[src/design/fnss_pkg.sv]
// Shared types and constants for the four-neighbour sum stencil.
// No dependencies; imported by every module of the block but fnss_ram.
`default_nettype none

package fnss_pkg;

  // Default largest matrix side
  localparam int MAX_SIDE_DEF = 64;

  // Field widths fixed by the stream format
  localparam int SIDE_W       = 7;
  localparam int SAMPLE_W     = 32;
  localparam int SUM_W        = 34;
  localparam int OUT_TDATA_W  = 40;

  // Side length after reset
  localparam logic [SIDE_W-1:0] SIDE_RESET = 7'd8;

  // Output buffer entries (power of two, pointers wrap naturally)
  localparam int OBUF_DEPTH   = 4;

  // Item kinds carried on tuser
  localparam logic ACT_SAMPLE = 1'b0;
  localparam logic ACT_FLUSH  = 1'b1;

  // Per-item control passed from the sequencer to the adder pipeline
  typedef struct packed {
    logic result;    // item yields a result
    logic up_ok;     // upper neighbour exists
    logic down_ok;   // lower neighbour exists (carried by this item)
    logic left_ok;   // left neighbour exists
    logic right_ok;  // right neighbour exists
    logic last;      // result for the final element of the frame
  } fnss_tag_t;

endpackage

`default_nettype wire

[src/design/fnss_obuf.sv]
// Output buffer holding finished results, with credit for items in flight.
// Depends on fnss_pkg.
`default_nettype none

module fnss_obuf
  import fnss_pkg::*;
(
  input  wire logic                    clk,
  input  wire logic                    rst,
  input  wire logic                    push,
  input  wire logic signed [SUM_W-1:0] push_sum,
  input  wire logic                    push_last,
  input  wire logic [1:0]              pending,
  output logic                         room,
  output logic                         m_tvalid,
  input  wire logic                    m_tready,
  output logic signed [SUM_W-1:0]      m_sum,
  output logic                         m_last
);

  localparam int PTR_W = $clog2(OBUF_DEPTH);
  localparam int CNT_W = $clog2(OBUF_DEPTH + 1);

  logic signed [SUM_W-1:0] sum_mem [OBUF_DEPTH];
  logic                    last_mem [OBUF_DEPTH];
  logic [PTR_W-1:0]        wp, rp;
  logic [CNT_W-1:0]        count;
  logic                    pop;

  assign pop      = m_tvalid && m_tready;
  assign m_tvalid = (count != '0);
  assign m_sum    = sum_mem[rp];
  assign m_last   = last_mem[rp];

  // Accept a new item only if every result in flight has a slot
  assign room = ((CNT_W + 1)'(count) + (CNT_W + 1)'(pending))
                < (CNT_W + 1)'(OBUF_DEPTH);

  // Store results
  always_ff @(posedge clk) begin
    if (push) begin
      sum_mem[wp]  <= push_sum;
      last_mem[wp] <= push_last;
    end
  end

  // Advance pointers and count
  always_ff @(posedge clk) begin
    if (rst) begin
      wp    <= '0;
      rp    <= '0;
      count <= '0;
    end else begin
      if (push) begin
        wp <= wp + PTR_W'(1);
      end
      if (pop) begin
        rp <= rp + PTR_W'(1);
      end
      if (push && !pop) begin
        count <= count + CNT_W'(1);
      end else if (pop && !push) begin
        count <= count - CNT_W'(1);
      end
    end
  end

`ifndef SYNTHESIS
  a_no_overflow: assert property (@(posedge clk) disable iff (rst)
    push |-> (count < CNT_W'(OBUF_DEPTH)) || pop)
    else $error("result pushed into a full buffer");

  a_credit: assert property (@(posedge clk) disable iff (rst)
    ((CNT_W + 1)'(count) + (CNT_W + 1)'(pending)) <= (CNT_W + 1)'(OBUF_DEPTH))
    else $error("results in flight exceed buffer space");
`endif

endmodule

`default_nettype wire

[config.mk]
export PLATFORM = sky130hd
export DESIGN_NAME = fnss_obuf
export DESIGN_NICKNAME = d
export VERILOG_FILES = /design/src/design/fnss_pkg.sv /design/src/design/fnss_obuf.sv
export SDC_FILE = /design/constraint.sdc
export NUM_CORES = 1
export LEC_CHECK = 0
export BUFFER_PORTS_ARGS = -buffer_cell sky130_fd_sc_hd__buf_4
export CAP_MARGIN = 30
export CORE_ASPECT_RATIO = 1.75
export CORE_UTILIZATION = 53
export CTS_BUF_LIST = sky130_fd_sc_hd__clkbuf_2 sky130_fd_sc_hd__clkbuf_4 sky130_fd_sc_hd__clkbuf_8
export CTS_CLUSTER_SIZE = 24
export DETAILED_ROUTE_END_ITERATION = 7
export PLACE_DENSITY = 0.78
export SYNTH_ARGS = -nofsm -noshare
export SYNTH_HDL_FRONTEND = slang
export SYNTH_SLANG_ARGS = --single-unit
export TNS_END_PERCENT = 1
[constraint.sdc]
create_clock -name clk -period 2 [get_ports clk]
set_input_delay 0.3 -clock clk [delete_from_list [all_inputs] [get_ports clk]]
set_output_delay 0.3 -clock clk [all_outputs]
set_load 0.01 [all_outputs]
======== Yosys cells after proc, flatten, opt, wreduce, memory -nomap -nowiden ========
Memories as Yosys holds them, arrays and structs flattened. A register that Yosys moved wholly into a read port is not among the register bits.
Cells that the tools add are included.
word-level totals
  register bits ........................... 7
  RAM bits ................................ 140
  bits of input ports ..................... 41
  memories kept ........................... 2
operators by class
  add/sub/neg operators ................... 5
  order comparisons ....................... 1
  muxes and demuxes ....................... 8
  reductions and logical operators ........ 7
memory list
  memory    words  bits a word  rd ports  clocked after Yosys merged registers in  write ports  RTL line         text
  sum_mem   4      34           1         1                                        1            fnss_obuf.sv:24  logic signed [SUM_W-1:0] sum_mem [OBUF_DEPTH];
  last_mem  4      1            1         1                                        1            fnss_obuf.sv:25  logic last_mem [OBUF_DEPTH];
operator list
  cell                   number
  $mux W2                4
  $mux W3                2
  $add A2 B1 Y2 const B  2
  $add A3 B2 Y4          1
  $lt A4 B3 Y1 const B   1
  $add A3 B1 Y3 const B  1
  $logic_and A1 B1 Y1    3
  $reduce_bool A3 Y1     1
  $sub A3 B1 Y3 const B  1
  $logic_not A1 Y1       2
  $mux W1                2
  $reduce_bool A2 Y1     1

======== Logic depth before layout (Yosys ltp) ========
Gate-level depths: netlist of run 1.
  depth in word-level cells ............... 5
  depth in mapped cells ................... 7
  depth with buffers taken out ............ 7

======== Least setup slack after synthesis of run 1 ========
OpenSTA, ideal clock, no wires.
  path type ............................... register to register
  start ................................... reg count[0]
  end ..................................... reg count[2]
  arrival time ............................ 1.894 ns
  data required time ...................... 1.930 ns
  slack ................................... 0.036 ns
  cell stages (with the launch flop) ...... 8
  path through ............................ dfxtp_1 o31ai_1 ha_1 inv_1 fa_1 xor2_1 or3_1 a21oi_1
on the way
  longest elaborated chain between the ends .. 5
  elaborated cells between the ends (all ways) .. 10
  those cells by class .................... 2 x add/sub; 2 x mux; 6 x reduce/logical
ends and longest elaborated chain
  what                                                   RTL line         text
  start, declared                                        fnss_obuf.sv:27  logic [CNT_W-1:0] count;
  start signal, assigned                                 fnss_obuf.sv:61  count <= count + CNT_W'(1);
  start signal, assigned                                 fnss_obuf.sv:63  count <= count - CNT_W'(1);
  branches (longest 5 deep; another with $sub A3 B1 Y3)  n/a
Parallel ways; which one is timed is not known. The select of a mux whose other input is x is not followed.
A chain may end at the register's enable or synchronous reset.

==> results of run 1 <==
where the power goes:
part | switching, W | internal, W | total (W)
Clock | 0.00106 | 0.00174 | 0.00280
Sequential | 0.000126 | 0.00361 | 0.00374
Combinational | 0.000918 | 0.00139 | 0.00231
Total | 0.00210 | 0.00675 | 0.00885
what timing repair did:
action / CTS / global route
buffers inserted: 2 / 1
endpoints found under the setup margin: 36 / 37
cloned: 1 / 0
pin swaps: 0 / 1
resized for setup: 39 / 5
cell type report:
| class | instances | area, µm² |
|---|---|---|
| fillers | 640 | 3190 |
| inverters | 3 | 11.3 |
| clock inverters | 14 | 255 |
| repair buffers | 94 | 908 |
| clock buffers | 18 | 241 |
| flip-flops and latches | 149 | 4390 |
| multi-input cells | 67 | 1080 |
| well taps | 127 | 159 |
synthesized netlist by cell type:
master and instances:
inv_1 3, fa_1 1, o311ai_0 1, xor2_1 4
or3_1 2, clkbuf_2 1, ha_1 6, edfxtp_1 140
a311oi_1 1, and2_1 4, buf_6 1, o21ai_0 1
nor2_1 7, clkbuf_1 1, o31ai_1 1, mux4_2 30
buf_2 3, dfxtp_1 9, a21oi_1 1, xnor2_1 1
mux4_1 5, buf_12 3, mux2i_1 2
flip-flops by register name, indices dropped and copies added, names as in the netlist, named ones only:
name,cells
last_mem,4
sum_mem,136
rp,2
wp,2
count,3
stage by stage:
step	cell area [µm²]	hold slack [ns]
5_1_grt	7050	0.0245
2_1_floorplan	5560	0.399
6_report	7050	0.0621
4_1_cts	7020	0.0295
3_5_place_dp	6360	0.505
3_3_place_gp	6340	0.499
placed cells by master (no fill, tap or decap), types with 2 or more instances in the layout:
master and n:
edfxtp_1 140, buf_4 57, mux4_2 34, buf_6 30
clkbuf_8 17, nor2_1 7, bufinv_16 7, dfxtp_1 6
ha_1 5, buf_12 5, and2_2 4, xor2_1 4
inv_1 3, clkinvlp_4 3, or3_1 2, mux2i_1 2
dfxtp_2 2, clkinv_2 2
worst max path at each step:
stage | startpoint | endpoint | slack (ns) | cells past startpoint
after floorplan | count[0] | count[2] | 0.04 | 7
after global placement | count[2] | count[2] | 0.11 | 7
after detailed placement | count[2] | count[2] | -0.12 | 7
after CTS | flop | m_sum[14] | -0.11 | 3
after global routing | flop | m_sum[6] | -0.13 | 3
final | flop | m_sum[18] | -0.05 | 3
cells by family (layout without fill, tap and decap cells):
kind of cell,after synthesis,count (layout),share of synthesized area
buffers and inverters,12,129,0.0191
muxes,37,37,0.149
AOI/OAI and AO/OA,5,5,0.00631
DFF,149,149,0.789
xor gates and xnor gates,5,5,0.00788
and+or+nand+nor,13,13,0.0115
adders and majority gates,7,7,0.0171
per-layer routing:
layer  part of all wire  up-vias  GRT usage
li1                   -     1157          -
met1               0.37     1351      0.216
met2               0.57       96      0.339
met3              0.046       15     0.0669
met4              0.017        0     0.0869
met5                  0        -          0
worst max-delay path, delay by kind of cell, from the launching register on:
family | cells | cell delay (ns)
buffers and inverters | 2 | 0.31
DFF | 1 | 0.47
muxes | 1 | 0.53
==> impl_metrics.py, run 1 <==
metrics = {
    "drt": {
        "num_vias": 2619,
        "dr.pass1.iters": 4,
        "viasPerCell": 5.55,
        "wirelength_um": 9780,
        "drc": 0,
        "postRouteAntennaNets": 0,
        "drt_iter0_drc": 144,
        "routedWlPerCell_um": 20.7,
    },
    "finish": {
        "fin_nets": 380,
        "n_antenna_cell": 0,
        "syn_to_final_growth_pct": 26.8,
        "fin_util": 0.688,
        "layout-drive-gt1-share": 0.493,
        "fin_cells": 472,
    },
    "sta": {
        "fin_setup_tns_ns": -0.826,
        "tightest_slew_ns": 0.919,
        "setup_viol": 34,
        "fin_ws_ns": -0.0487,
        "finalCriticalPeriod_ns": 2.05,
        "rsz0062_at_grt": "true",
        "finalHoldViolCount": 0,
        "max_slew_margin": 0.388,
        "fin_skew_ns": 0.00566,
        "max_freq_mhz": 488,
        "slew_viol_final": 0,
        "finalCritPeriodShare": 1.02,
    },
    "die": {
        "dieArea_um2": 10900,
        "die_w_um": 79.4,
        "coreArea_um2": 10200,
        "io_pins": 78,
        "die_height_um": 137,
        "start_util": 0.543,
        "fp-row-count": 49,
    },
    "cts": {
        "root_buffer": "clkbuf_8",
        "clkSinkCount": 149,
        "htreeDepth": 4,
        "max-clock-path-buffers": 2,
        "clkTransAtPathRegs_ns": 0.08,
        "cts_buffers": 17,
        "hold_buffers": 0,
        "clk-insertion-delay-late_ns": 0.43,
        "cts_tree": "built",
    },
    "placement": {
        "port_buffers": 77,
        "gp_congestion": 0.704,
        "place_ws_ns": -0.124,
        "dp.cells": 436,
        "dpl.hpwl_um": 6100,
    },
    "worst_hold_path": {
        "worstHoldPathCells": 1,
        "hold_end": "sum_mem[0][10]",
        "hp-start": "push_sum[10]",
        "hp-class": "input port to flop",
    },
    "synthesis": {
        "synth_fp_nets": 276,
        "yosysSeqAreaShare": 0.789,
        "yosys.area.top_type": "edfxtp_1",
        "ys_ff_latch": 149,
        "synth_top_area_frac": 0.757,
        "synth_area_per_cell_um2": 24.4,
        "syn_area_um2": 5560,
        "synth_warnings": 0,
        "syn_inst": 228,
        "synth_cell_types": 23,
        "netlist_top_cells_area": "edfxtp_1, mux4_2, dfxtp_1, mux4_1, ha_1",
    },
    "status": {
        "outcome": "complete, but fails checks",
        "violations": "negative setup slack",
    },
    "critical_path": {
        "endpoint_kind": "output pin",
        "critPathArrivalTime_ns": 1.75,
        "critPathSlowestCell": "mux4_2",
        "startpoint_type": "flop",
        "timing.rr.start": "count[1]",
        "crit_chain": "buf_12, mux4_2, buf_6",
        "rrSetupSlack_ns": 0,
        "crit_required_ns": 1.70,
        "r2r-end": "count[2]",
        "crit_type": "flop to output pin",
        "crit_path_max_fanout": 8,
        "reg2regPathDepth": 7,
        "critPathMaxStageDelay_ns": 0.53,
    },
    "pwr": {
        "peakVddDrop_uv": 753,
        "power_w": 0.00885,
        "leakagePower_nw": 2.45,
        "power.density_nw_per_um2": 1260,
    },
    "flow_run": {
        "maxCapViolCount": 0,
    },
    "grt": {
        "grt_pass1_vias": 2715,
        "grt-ovfl-total": 0,
        "antenna_found_initial": 0,
        "track_usage": 0.196,
        "grt_max_degree": 36,
        "grt_pass1_wl_um": 14700,
    },
}
No activity file was read; power rests on OpenSTA's default activity.
==> run 2: changes to the inputs <==
Settings changed: ABC_AREA set to 1, BUFFER_PORTS_ARGS -buffer_cell sky130_fd_sc_hd__buf_4 to not set, CORE_UTILIZATION 53 to 59, DONT_BUFFER_PORTS set to 1, HOLD_SLACK_MARGIN set to 0.05.
==> impl_metrics.py, run 2 <==
metrics = {
    "status": {
        "outcome": "complete, no violations",
    },
    "cts": {
        "cts_tree": "built",
        "htreeDepth": 4,
        "clk-insertion-delay-late_ns": 0.43,
        "root_buffer": "clkbuf_8",
        "clkSinkCount": 149,
        "max-clock-path-buffers": 2,
        "cts_buffers": 17,
        "clkTransAtPathRegs_ns": 0.07,
    },
    "drt": {
        "routedWlPerCell_um": 19.2,
        "wirelength_um": 11300,
        "num_vias": 3373,
        "postRouteAntennaNets": 0,
        "viasPerCell": 5.76,
        "dr.pass1.iters": 4,
        "drt_iter0_drc": 214,
        "drc": 0,
    },
    "synthesis": {
        "async_flop_share": 0,
        "synthTopCellsByCount": "edfxtp_1, nor2_1, o21ai_0",
        "netlist_top_cells_area": "edfxtp_1, nor2_1, o21ai_0, o22ai_1, dfxtp_1",
        "ys_ff_latch": 149,
        "synth_ff_type": "edfxtp_1",
        "synth_warnings": 0,
        "yosysSeqAreaShare": 0.774,
        "yosysMostFrequentCell": "edfxtp_1",
        "synth_cell_types": 18,
        "syn_area_um2": 5660,
        "synth_edf_count": 140,
        "synth_area_per_cell_um2": 14.0,
        "syn_inst": 405,
        "yosys.area.top_type": "edfxtp_1",
        "synth_top_area_frac": 0.742,
        "synth_fp_nets": 453,
    },
    "pwr": {
        "p_seq_frac": 0.490,
        "power_w": 0.00757,
        "p_sw_w": 0.00221,
        "peakVddDrop_uv": 766,
        "leakagePower_nw": 2.31,
        "sw_frac_of_total": 0.293,
        "p_clk_frac": 0.290,
        "pwr-share-comb": 0.220,
        "power.density_nw_per_um2": 1120,
        "p_int_w": 0.00535,
    },
    "critical_path": {
        "critPathArrivalTime_ns": 2.21,
        "crit_type": "flop to flop",
        "crit_required_ns": 2.33,
        "startpoint_type": "flop",
        "crit_path_max_fanout": 4,
        "endpoint_kind": "flop",
    },
    "placement": {
        "gp_congestion": 0.770,
        "port_buffers": 0,
        "dp.cells": 518,
        "dpl.hpwl_um": 6630,
    },
    "finish": {
        "syn_to_final_growth_pct": 18.8,
        "largest-register": "sum_mem",
        "fin_nets": 500,
        "largest_registers": "sum_mem x136, last_mem x4, count x3",
        "n_antenna_cell": 0,
        "largest_reg_flops": 136,
        "most-common-layout-cells": "edfxtp_1, nor2_1, o21ai_0",
        "final_common_cell": "edfxtp_1",
        "fin_cells": 586,
        "layout-drive-gt1-share": 0.136,
    },
    "die": {
        "io_pins": 78,
        "die_w_um": 76.1,
        "start_util": 0.602,
        "fp-row-count": 47,
        "die_height_um": 132,
        "coreArea_um2": 9410,
        "dieArea_um2": 10000,
    },
    "sta": {
        "max_freq_mhz": 532,
        "slew_viol_final": 0,
        "fin_skew_ns": 0.00844,
        "finalCritPeriodShare": 0.940,
        "finalCriticalPeriod_ns": 1.88,
        "fin_setup_tns_ns": 0,
        "max_slew_margin": 0.713,
        "rsz0062_at_grt": "false",
        "finalHoldViolCount": 0,
        "setup_viol": 0,
        "tightest_slew_ns": 0.428,
    },
    "grt": {
        "antenna_found_initial": 0,
        "grt_pass1_wl_um": 17600,
        "grt-ovfl-total": 0,
        "grt_max_degree": 37,
        "grt_pass1_vias": 3558,
        "track_usage": 0.238,
    },
    "worst_hold_path": {
        "hp-class": "input port to flop",
    },
    "flow_run": {
        "maxCapViolCount": 0,
    },
}
[run 2: cell types whose count changed after synthesis, moves of 16 or more]
cell,delta
nor2_1,+70
o22ai_1,+35
o21ai_1,+21
mux4_2,-30
nand2_1,+16
o21ai_0,+51
[run 2: per-stage QoR]
stage	cell area (µm²)	util	hold WS, ns	setup WS [ns]
after floorplan	5660	-	0.369	0.331
after global placement	5850	0.622	0.372	0.265
after detailed placement	5850	0.622	0.366	0.115
after CTS	6640	0.705	0.0505	0.00180
after global routing	6730	0.715	0.0632	0.00226
final	6730	0.715	0.0819	0.120
[run 2: cell type report]
cell class              count  area, µm²
repair buffers             49        543
clock inverters            13        140
inverters                  17       68.8
fillers                   627       2680
multi-input cells         218       1190
well taps                 122        153
clock buffers              18        241
flip-flops and latches    149       4390
[run 2: worst paths after layout]
| check | start | end | slack [ns] | cells after the start |
|---|---|---|---|---|
| worst min-delay path | m_tready | rp[1] | 0.08 | 2 |
| worst max-delay path | count[1] | count[2] | 0.12 | 12 |
| worst min register to register | wp[1] | wp[1] | 0.54 | 2 |
| worst max register to register | count[1] | count[2] | 0.12 | 12 |
[run 2: cells by family (layout without fill, tap and decap cells)]
kind of cell               after synthesis  in the layout  synth area share
buffers and inverters                   38             97            0.0349
and+or+nand+nor                         97             97            0.0652
xor gates and xnor gates                 1              1           0.00155
DFF                                    149            149             0.774
AOI/OAI and AO/OA                      113            113             0.108
adders and majority gates                7              7            0.0168
[run 2: critical path: stages (launching register included)]
cell and delay (ns):
dfxtp_1 0.37, nor2_2 0.14, nand2_2 0.10, nand2_1 0.11
ha_1 0.18, inv_1 0.07, fa_1 0.40, inv_1 0.08
nand2_1 0.05, nand3_1 0.11, nand2_1 0.07, nand2_1 0.05
nor2_1 0.04
[run 2: layer usage]
| layer | share of wire | GRT usage | wire [µm] |
|---|---|---|---|
| met1 | 0.37 | 0.246 | 4140 |
| met2 | 0.57 | 0.438 | 6430 |
| met3 | 0.052 | 0.0771 | 585 |
| met4 | 0.011 | 0.0919 | 121 |
| met5 | 0 | 0 | 0 |
[run 2: power by group through the flow]
stage	clock network, W	logic, W	registers (W)
5_1_grt	0.00237	0.00182	0.00372
3_3_place_gp	0	0.00139	0.00375
6_report	0.00219	0.00167	0.00371
4_1_cts	0.00223	0.00157	0.00370
2_1_floorplan	0	0.00116	0.00372
3_5_place_dp	0	0.00145	0.00377
[run 2: timing repair]
action | 4_1_cts | 5_1_grt
hold endpoints to repair | 149 | 0
hold buffers | 37 | 0
buffers inserted | 0 | 0
gates resized for setup | 6 | 17
setup endpoints to repair | 14 | 25
==> run 3: changes to the inputs <==
Settings changed: CORE_ASPECT_RATIO 1.75 to not set.
==> impl_metrics.py, run 3 (synthesis results as in run 2) <==
metrics = {
    "critical_path": {
        "critPathArrivalTime_ns": 1.62,
        "critPathMaxStageDelay_ns": 0.42,
        "startpoint_type": "flop",
        "crit_type": "flop to output pin",
        "endpoint_kind": "output pin",
        "crit_buf_inv": 2,
        "crit_family": "flip-flops",
        "crit_required_ns": 1.70,
        "critPathSlowestCell": "dfxtp_4",
        "crit_chain": "inv_6, buf_12, o21ai_0, o22ai_1",
        "crit_path_max_fanout": 36,
    },
    "cts": {
        "cts_tree": "built",
        "htreeDepth": 4,
        "cts_buffers": 17,
        "clkTransAtPathRegs_ns": 0.07,
        "root_buffer": "clkbuf_8",
        "clk-insertion-delay-late_ns": 0.43,
        "clkSinkCount": 149,
        "max-clock-path-buffers": 2,
    },
    "die": {
        "dieArea_um2": 10000,
        "fp-row-count": 35,
        "die_w_um": 100,
        "die_height_um": 100,
        "start_util": 0.610,
        "io_pins": 78,
        "coreArea_um2": 9280,
    },
    "drt": {
        "routedWlPerCell_um": 18.9,
        "wirelength_um": 11200,
        "viasPerCell": 5.74,
        "drt_iter0_drc": 181,
        "postRouteAntennaNets": 0,
        "drc": 0,
        "dr.pass1.iters": 5,
        "num_vias": 3412,
    },
    "sta": {
        "rsz0062_at_grt": "true",
        "max_freq_mhz": 522,
        "whs_ns": 0.0975,
        "slew_viol_final": 0,
        "setup_viol": 0,
        "finalCriticalPeriod_ns": 1.92,
        "fin_skew_ns": 0.0108,
        "finalCritPeriodShare": 0.958,
        "finalHoldViolCount": 0,
        "max_slew_margin": 0.763,
        "tightest_slew_ns": 0.361,
    },
    "finish": {
        "layout-drive-gt1-share": 0.138,
        "largest-register": "sum_mem",
        "fillers": 569,
        "syn_to_final_growth_pct": 20.5,
        "largest_reg_flops": 136,
        "final_common_cell": "edfxtp_1",
        "n_antenna_cell": 0,
        "fin_nets": 501,
        "largest_registers": "sum_mem x136, last_mem x4, count x3",
        "most-common-layout-cells": "edfxtp_1, nor2_1, o21ai_0",
        "fin_cells": 594,
    },
    "grt": {
        "grt_pass1_vias": 3414,
        "grt_max_degree": 37,
        "grt_pass1_wl_um": 16800,
        "antenna_found_initial": 0,
        "grt-ovfl-total": 0,
        "track_usage": 0.232,
    },
    "flow_run": {
        "maxCapViolCount": 0,
    },
    "worst_hold_path": {
        "hp-class": "input port to flop",
    },
    "placement": {
        "dpl.hpwl_um": 5870,
        "dp.cells": 524,
        "gp_congestion": 0.743,
        "port_buffers": 0,
    },
    "pwr": {
        "leakagePower_nw": 2.33,
        "peakVddDrop_uv": 673,
        "power.density_nw_per_um2": 1160,
    },
    "status": {
        "outcome": "complete, no violations",
    },
}
run 3: final timing paths:
| check | start | to | slack, ns | cells after the start |
|---|---|---|---|---|
| setup / recovery | flop | m_sum[6] | 0.08 | 4 |
| hold / removal | m_tready | flop | 0.1 | 2 |
| setup reg to reg | count[1] | count[2] | 0.18 | 12 |
| hold reg to reg | rp[1] | flop | 0.53 | 2 |
run 3: cell type report:
cell class / instances / area, µm² / share of cell area
sequential: 149 / 4390 / 0.643
multi-input combinational: 218 / 1200 / 0.176
timing repair buffer: 50 / 556 / 0.0814
clock buffer: 18 / 241 / 0.0354
clock inverter: 13 / 208 / 0.0304
tap: 129 / 161 / 0.0236
inverter: 17 / 68.8 / 0.0101
run 3: through the flow:
stage	total power (W)	utilization	worst slack [ns]	setup TNS [ns]	instance area [µm²]
4_1_cts	0.00784	0.725	0.00104	0	6730
3_3_place_gp	0.00513	0.630	0.263	0	5850
6_report	0.00794	0.735	0.0830	0	6830
2_1_floorplan	0.00488	-	0.331	0	5660
5_1_grt	0.00825	0.735	-0.0450	-0.0487	6830
3_5_place_dp	0.00521	0.630	0.171	0	5850
run 3: layer usage:
layer / GRT usage / routed length [µm] / vias to the layer above
li1: - / - / 1584
met1: 0.254 / 4230 / 1686
met2: 0.408 / 6080 / 125
met3: 0.0745 / 717 / 17
met4: 0.110 / 176 / 0
met5: 0 / 0 / -
run 3: power breakdown:
part | internal [W] | leakage [nW] | total [W] | switching (W)
registers | 0.00359 | 1.36 | 0.00370 | 0.000108
logic | 0.000555 | 0.750 | 0.00170 | 0.00115
clock network | 0.00149 | 0.216 | 0.00254 | 0.00105
run 3: what timing repair did:
item,4_1_cts,5_1_grt
resized for setup,7,20
hold endpoints to repair,148,0
setup endpoints to repair,31,31
setup buffers,0,0
hold buffers,39,0
